**src/idiv64_pkg.sv**
```systemverilog
package idiv64_pkg;

  localparam int DATA_W = 64;
  localparam int CMD_W  = 2;
  localparam int CNT_W  = $clog2(DATA_W);

  typedef enum logic [CMD_W-1:0] {
    CMD_DIVMOD = 2'd0,
    CMD_QUOT   = 2'd1,
    CMD_REM    = 2'd2,
    CMD_SDIV   = 2'd3
  } cmd_t;

  typedef enum logic [2:0] {
    ST_IDLE = 3'b001,
    ST_RUN  = 3'b010,
    ST_FIX  = 3'b100
  } state_t;

  typedef struct packed {
    logic [CMD_W-1:0]  command;
    logic [DATA_W-1:0] dividend;
    logic [DATA_W-1:0] divisor;
  } in_t;

  typedef struct packed {
    logic [DATA_W-1:0] quotient;
    logic [DATA_W-1:0] remainder;
    logic              remainder_written;
  } out_t;

  // Control from the sequencer to the shift-subtract unit.
  typedef struct packed {
    logic load;
    logic step;
    logic finish;
  } ctrl_t;

endpackage

```
**src/integer_divider_64_top.sv**
```systemverilog
// 64-bit integer divider. An item is taken when start is high while busy is
// low; busy then stays high until the result is ready. The quotient is built
// one bit per cycle by a single 64-bit shift-subtract unit, so an item goes
// through 64 iterations; the quotient sign is then applied and the fields
// for the command are selected as the result is written into the output
// register. The result appears on result for one cycle with done high and
// must be captured then; busy falls in that same cycle, so the next item may
// be started while done is shown. Commands: unsigned quotient and remainder,
// unsigned quotient, unsigned remainder, and signed quotient.
module integer_divider_64_top
  import idiv64_pkg::*;
(
  input  logic clk,
  input  logic rst,
  input  logic start,
  output logic busy,
  input  in_t  operands,
  output logic done,
  output out_t result
);

  ctrl_t ctl;

  idiv64_ctrl u_ctrl (
    .clk   (clk),
    .rst   (rst),
    .start (start),
    .busy  (busy),
    .done  (done),
    .ctl   (ctl)
  );

  idiv64_datapath u_datapath (
    .clk      (clk),
    .operands (operands),
    .ctl      (ctl),
    .result   (result)
  );

endmodule

```
**src/idiv64_ctrl.sv**
```systemverilog
module idiv64_ctrl
  import idiv64_pkg::*;
(
  input  logic  clk,
  input  logic  rst,
  input  logic  start,
  output logic  busy,
  output logic  done,
  output ctrl_t ctl
);

  state_t           state, state_next;
  logic [CNT_W-1:0] count;

  always_comb begin
    state_next = state;
    unique case (state)
      ST_IDLE: begin
        if (start) state_next = ST_RUN;
      end
      ST_RUN: begin
        if (count == CNT_W'(DATA_W - 1)) state_next = ST_FIX;
      end
      ST_FIX: begin
        state_next = ST_IDLE;
      end
      default: state_next = ST_IDLE;
    endcase
  end

  always_ff @(posedge clk) begin
    if (rst) begin
      state <= ST_IDLE;
      count <= '0;
      done  <= 1'b0;
    end else begin
      state <= state_next;
      done  <= (state == ST_FIX);
      if (state == ST_RUN) begin
        count <= count + 1'b1;
      end else begin
        count <= '0;
      end
    end
  end

  assign busy       = (state != ST_IDLE);
  assign ctl.load   = (state == ST_IDLE) && start;
  assign ctl.step   = (state == ST_RUN);
  assign ctl.finish = (state == ST_FIX);

endmodule

```
**src/idiv64_datapath.sv**
```systemverilog
module idiv64_datapath
  import idiv64_pkg::*;
(
  input  logic  clk,
  input  in_t   operands,
  input  ctrl_t ctl,
  output out_t  result
);

  // The dividend magnitude is loaded into nq and is shifted out at the top while
  // the quotient bits are shifted in at the bottom behind it.
  logic [DATA_W-1:0] nq;
  logic [DATA_W-1:0] rem;
  logic [DATA_W-1:0] dvs;
  cmd_t              cmd;
  logic              dvs_zero;
  logic              negate;

  logic              signed_op;
  logic [DATA_W-1:0] mag_n;
  logic [DATA_W-1:0] mag_d;
  logic [DATA_W:0]   rem_shift;
  logic [DATA_W+1:0] diff;
  logic              borrow;
  logic [DATA_W-1:0] quot_signed;
  out_t              result_next;

  assign signed_op = (operands.command == CMD_SDIV);
  assign mag_n = (signed_op && operands.dividend[DATA_W-1]) ?
                 (~operands.dividend + 1'b1) : operands.dividend;
  assign mag_d = (signed_op && operands.divisor[DATA_W-1]) ?
                 (~operands.divisor + 1'b1) : operands.divisor;

  assign rem_shift = {rem, nq[DATA_W-1]};
  assign diff      = {1'b0, rem_shift} - {2'b00, dvs};
  assign borrow    = diff[DATA_W+1];

  assign quot_signed = negate ? (~nq + 1'b1) : nq;

  always_comb begin
    result_next = '0;
    case (cmd)
      CMD_DIVMOD: begin
        if (!dvs_zero) begin
          result_next.quotient          = nq;
          result_next.remainder         = rem;
          result_next.remainder_written = 1'b1;
        end
      end
      CMD_QUOT: begin
        result_next.quotient = nq;
      end
      CMD_REM: begin
        result_next.remainder         = dvs_zero ? '1 : rem;
        result_next.remainder_written = 1'b1;
      end
      default: begin
        result_next.quotient = quot_signed;
      end
    endcase
  end

  always_ff @(posedge clk) begin
    if (ctl.load) begin
      nq       <= mag_n;
      rem      <= '0;
      dvs      <= mag_d;
      cmd      <= cmd_t'(operands.command);
      dvs_zero <= (operands.divisor == '0);
      negate   <= signed_op && (operands.dividend[DATA_W-1] ^ operands.divisor[DATA_W-1]);
    end else if (ctl.step) begin
      nq  <= {nq[DATA_W-2:0], ~borrow};
      rem <= borrow ? rem_shift[DATA_W-1:0] : diff[DATA_W-1:0];
    end
    if (ctl.finish) begin
      result <= result_next;
    end
  end

endmodule

```
**config.mk**
```make
export PLATFORM = sky130hd
export DESIGN_NAME = integer_divider_64_top
export DESIGN_NICKNAME = d
export VERILOG_FILES = /design/src/idiv64_pkg.sv /design/src/integer_divider_64_top.sv /design/src/idiv64_ctrl.sv /design/src/idiv64_datapath.sv
export SDC_FILE = /design/constraint.sdc
export NUM_CORES = 1
export LEC_CHECK = 0
export CORE_MARGIN = 1.5
export CORE_UTILIZATION = 55
export CTS_CLUSTER_DIAMETER = 50
export DETAILED_ROUTE_END_ITERATION = 16
export DONT_BUFFER_PORTS = 1
export PLACE_DENSITY = 0.74
export RECOVER_POWER = 50
export SETUP_SLACK_MARGIN = 0.2
export SYNTH_ARGS = -nofsm -noshare
export SYNTH_HDL_FRONTEND = slang
export SYNTH_SLANG_ARGS = --single-unit
```
**constraint.sdc**
```tcl
create_clock -name clk -period 17 [get_ports clk]
set_input_delay 4.25 -clock clk [delete_from_list [all_inputs] [get_ports clk]]
set_output_delay 4.25 -clock clk [all_outputs]
set_load 0.02 [all_outputs]
```
# Yosys cells after proc, flatten, opt, wreduce, memory -nomap -nowiden
# Cells that the tools add are included.
dict set report totals {
  input_bits 133
  out_inout_bits 131
  regBits 335
}
dict set report op_classes {
  n_eq_ne 10
  muxes 13
  add_sub_neg 5
  bitwise 6
  n_reduce_logical 9
}
# operator count
set op_table {}
lappend op_table {{two-way mux 64 bit} 7}
lappend op_table {{adder 64 x 1 -> 64 bit (second input constant)} 3}
lappend op_table {{inverter 64 bit} 3}
lappend op_table {{one-hot mux 64 bit (3 select lines)} 1}
lappend op_table {{one-hot mux 65 bit (2 select lines)} 1}
lappend op_table {{two-way mux 129 bit} 1}
lappend op_table {{subtractor 65 x 64 -> 66 bit} 1}
lappend op_table {{logical NOT 64 bit} 1}
lappend op_table {{adder 6 x 1 -> 6 bit (second input constant)} 1}
lappend op_table {{== test 6 bit (second input constant)} 1}
lappend op_table {{two-way mux 3 bit} 2}
lappend op_table {{one-hot mux 3 bit (2 select lines)} 1}
lappend op_table {{== test 2 bit (second input constant)} 2}
lappend op_table {{logical AND 1 bit} 4}
lappend op_table {{== test 3 x 1 -> 1 bit (second input constant)} 1}
lappend op_table {{== test 3 x 2 -> 1 bit (second input constant)} 1}
lappend op_table {{== test 3 bit (second input constant)} 1}
lappend op_table {{!= test 3 x 1 -> 1 bit (second input constant)} 1}
lappend op_table {{== test 2 x 1 -> 1 bit (second input constant)} 1}
lappend op_table {{logical NOT 2 bit} 1}
lappend op_table {{!= test 2 x 1 -> 1 bit (second input constant)} 1}
lappend op_table {{!= test 2 bit (second input constant)} 1}
lappend op_table {{inverter 1 bit} 2}
lappend op_table {{AND reduction 2 bit} 1}
lappend op_table {{other kinds (3)} 3}

# Logic depth before layout (Yosys ltp)
dict set report logic_depth {
  ltp_word 4
  ltp_mapped 15
  depth_no_buf 14
}

# Hierarchy
# From an unflattened synthesis, not the netlist that was laid out.
dict set report unflattened {
  cells_unflattened 2181
  hier_area_um2 20323.2
}
# mod n_inst area_each_um2 cells_each seq_area_each_um2
set by_module_without_submodules {}
lappend by_module_without_submodules {idiv64_datapath 1 19931.6 2142 9118.7}
lappend by_module_without_submodules {idiv64_ctrl 1 391.6 39 200.2}

# Worst setup path before layout
# No wires, ideal clock.
dict set report synth_timing {
  path_kind {register -> register}
  startpoint {register u_ctrl.state[2]}
  endpoint {register u_datapath.result[0] (netlist name)}
  path_stages_with_launch 2
  required_time_ns 16.197
  t_arrival_ns 9.770
  setup_time_ns 0.803
  synth_period_minus_slack_ns 10.574
  path_slack_ns 6.426
  cell_sequence {dfxtp_1 nor3b_1}
}
# item line
set synth_rtl {}
lappend synth_rtl {{from (decl)} idiv64_ctrl.sv:12} ;# state_t state, state_next;
lappend synth_rtl {{from (signal assigned)} idiv64_ctrl.sv:37} ;# state <= state_next;

==> key figures <==
Status
  – Outcome: finished, violations left
  – Failing checks: capacitance limit, slew limit

Clocking
  – Clk_lat worst skew: 570 ps
  – Post-CTS Resized: 0
  – Total CTS buffers: 42
  – Clock transition at path regs: 60 ps
  – CTS tree: yes
  – Worst-case clock buffer depth: 3
  – Clock sinks: 335
  – Setup Fix Bufs, Post-CTS: 0
  – CTS H-tree lvls: 2
  – Cts hold-fix bufs: 0
  – Clock Tree Root: clkbuf_16

Global routing
  – Vias in the first global route: 15,200
  – Initial antenna violation count: 0
  – Total GRT Usage: 27.9%
  – First-pass GRT wire length: 83,500 um
  – Grt total ovfl: 0
  – Pin count of the biggest net entering global routing: 118

Synth
  – Synth Net Count: 2,350
  – Top FF cell, synth: edfxtp_1
  – Post-synth ARST share: 0%
  – Dominant cell by count in the synthesized netlist: edfxtp_1
  – Synth Register Bits: 335
  – Yosys warns: 0
  – Largest area contributor in the netlist: edfxtp_1
  – Seq/Total Area, Yosys: 45.9%
  – Post-synth top area share: 38.6%
  – Cells after synthesis: 2,148
  – Syn Area/Cell: 9.45 um2
  – EDFF count, synth: 261
  – Top post-synthesis cells by area: edfxtp_1 (39%), dfxtp_1 (7.3%), o21ai_0 (5.6%)
  – Synthesized area: 20,300 um2
  – Synth cell types: 75
  – Synth top cells by count: edfxtp_1 (261), o21ai_0 (229), nand2_1 (217), a21oi_1 (154), nor2_1 (135)

Floorplanning
  – Core area: 36,400 um2
  – Die height: 195 um
  – IO Count: 264
  – Chip Width: 195 um
  – Rows: 70
  – Starting Density: 55.7%
  – Die footprint: 38,100 um2

Critical path
  – Crit path arrival time: 8280 ps
  – CP Data Required Time: 17,200 ps
  – CP Capture Type: flip-flop
  – Crit path kind: in2reg
  – CP bufs+invs: 4
  – Startpoint Class: primary input
  – Worst path max stage delay: 1970 ps
  – Reg2reg setup slack: 9030 ps
  – Crit path max fanout: 64
  – Crit-path cells: nand3b_1 > or2_0 > inv_1 > nor2_4 > clkbuf_1 > inv_2 > buf_4
  – Largest delay contributor family on the critical path: buffers and inverters
  – CP max-delay cell: clkbuf_1

Final layout
  – Fill cells: 3,086
  – Util after Layout: 60.4%
  – # diodes: 0
  – Share of cells above drive strength 1: 5.43%
  – Layout Nets: 2,304
  – Design area: 22,000 um2
  – Area grow syn2layout: 8.32%

Pwr
  – Power Total: 2.08 mW
  – Lkg Pwr: 8.20 nW
  – IR drop worst, VDD: 0.0551 mV
  – PwrDens: 94.5 nW/um2

Routing
  – DR DRC count: 0
  – Initial DRT Pass Iterations: 5
  – Routed Antenna Nets: 0
  – Avg Vias per Cell: 6.21
  – DR iter-0 viols: 1,402
  – Vias: 16,200
  – WL per Instance: 20.9 um
  – Final wirelength: 54,400 um

Timing
  – Final Hold Vio Count: 0
  – Period utilization: 47.5%
  – Relative slew margins: -157%
  – Setup Viol. Count Final: 0
  – FMAX: 124 MHz
  – RSZ-0062 raised after global routing: false
  – Worst clock skew: 16.0 ps
  – Min Clock Period, post-route: 8080 ps
  – Hold slack: 489 ps
  – Setup TNS: 0 ps
  – Worst-margin pin slew: 3860 ps
  – Pins Over Slew Limit: 575

Worst hold path
  – Worst hold-check path type: reg2reg

Placed design
  – DPL Wire Length: 39,800 um
  – Dpl cell area: 20,600 um2
  – Placer Congestion: 0.956
  – # port buffers: 0

Run
  – Max Cap Violations: 10
-- final cells by class --
class                      instances  area (um2)  share of cell area [%]
multi-input combinational       1605       10200                    46.3
sequential                       335        9320                    42.4
clock buffer                      63        1240                    5.66
tap                              468         586                    2.66
inverter                         102         383                    1.74
clock inverter                    15         183                   0.831
timing repair buffer              16        86.3                   0.393
-- through the flow --
| stage | setup WS [ps] | cells |
|---|---|---|
| 3_5_place_dp | 9450 | 2526 |
| 5_1_grt | 8260 | 2604 |
| 4_1_cts | 10050 | 2604 |
| 3_3_place_gp | 9540 | 2526 |
| 2_1_floorplan | 6430 | 2148 |
| 6_report | 8920 | 2604 |
-- worst register-to-register path, cell delays in order, from the launching register on --
cell      delay (ps)
dfxtp_1          430
ha_1             330
a21oi_1          290
o21ai_0          220
a31o_2           290
o21ai_0          260
nand3_1          220
a311oi_1         730
o41ai_1          230
a31oi_1         1490
clkbuf_1        2520
nand2b_1         640
o21ai_0          190
-- cell usage in the layout (no fill, tap or decap), types with 19 or more instances in the layout --
master | Yosys | layout
xnor2_1 | 92 | 92
nand4_1 | 20 | 20
dfxtp_1 | 74 | 74
clkbuf_1 | 87 | 22
inv_1 | 102 | 101
xor2_1 | 96 | 96
o31ai_1 | 34 | 34
nand3_1 | 76 | 76
a21o_1 | 50 | 50
edfxtp_1 | 261 | 261
o21a_1 | 71 | 71
nand2_1 | 217 | 217
a21oi_1 | 154 | 153
o21ai_0 | 229 | 231
nor2_1 | 135 | 133
clkbuf_16 | 0 | 45
mux2i_1 | 23 | 23
ha_1 | 68 | 68
nor3_1 | 51 | 51
o21ai_1 | 21 | 19
or3_1 | 19 | 19
nand2b_1 | 22 | 22
-- layer usage --
metal	global-route usage [%]	share of wire, %	up-vias
met3	6.01	8.7	98
met2	43.9	45	693
met4	10.3	3.0	0
met5	0	0	-
met1	37.8	43	7585
li1	-	-	7792
-- sequential cells by signal, summed over array words and instances (netlist names) --
register / count
u_datapath.result: 129
u_datapath.dvs: 64
u_datapath.nq: 64
u_datapath.rem: 64
u_ctrl.count: 6
u_ctrl.state: 3
u_datapath.cmd: 2
u_ctrl.done: 1
u_datapath.dvs_zero: 1
u_datapath.negate: 1
-- cells by family (layout without fill, tap and decap cells) --
group	count (synthesis)	in the layout	synth area share (%)
mux	23	23	1.13
fa+ha+maj	69	69	4.29
buf+inv	208	196	3.95
compound gates	684	684	20.9
flops	335	335	45.9
simple gates	641	641	15.7
xor+xnor	188	188	8.11
-- power by group --
group	switching (mW)	total, mW	internal [mW]
Sequential	0.0290	0.963	0.934
Clock	0.347	0.902	0.556
Combinational	0.137	0.212	0.0751
-- path summary, 6_finish.rpt --
kind                                   startpoint                         endpoint  cells past startpoint
setup / recovery                            start      u_datapath.nq[19]$_DFFE_PP_                      7
hold / removal         u_ctrl.count[0]$_SDFF_PP0_       u_ctrl.count[0]$_SDFF_PP0_                      1
setup reg to reg  u_datapath.rem[13]$_SDFFE_PP0P_  u_datapath.rem[47]$_SDFFE_PP0P_                     12
hold reg to reg        u_ctrl.count[0]$_SDFF_PP0_       u_ctrl.count[0]$_SDFF_PP0_                      1
Power figures use the tool's default switching activity.
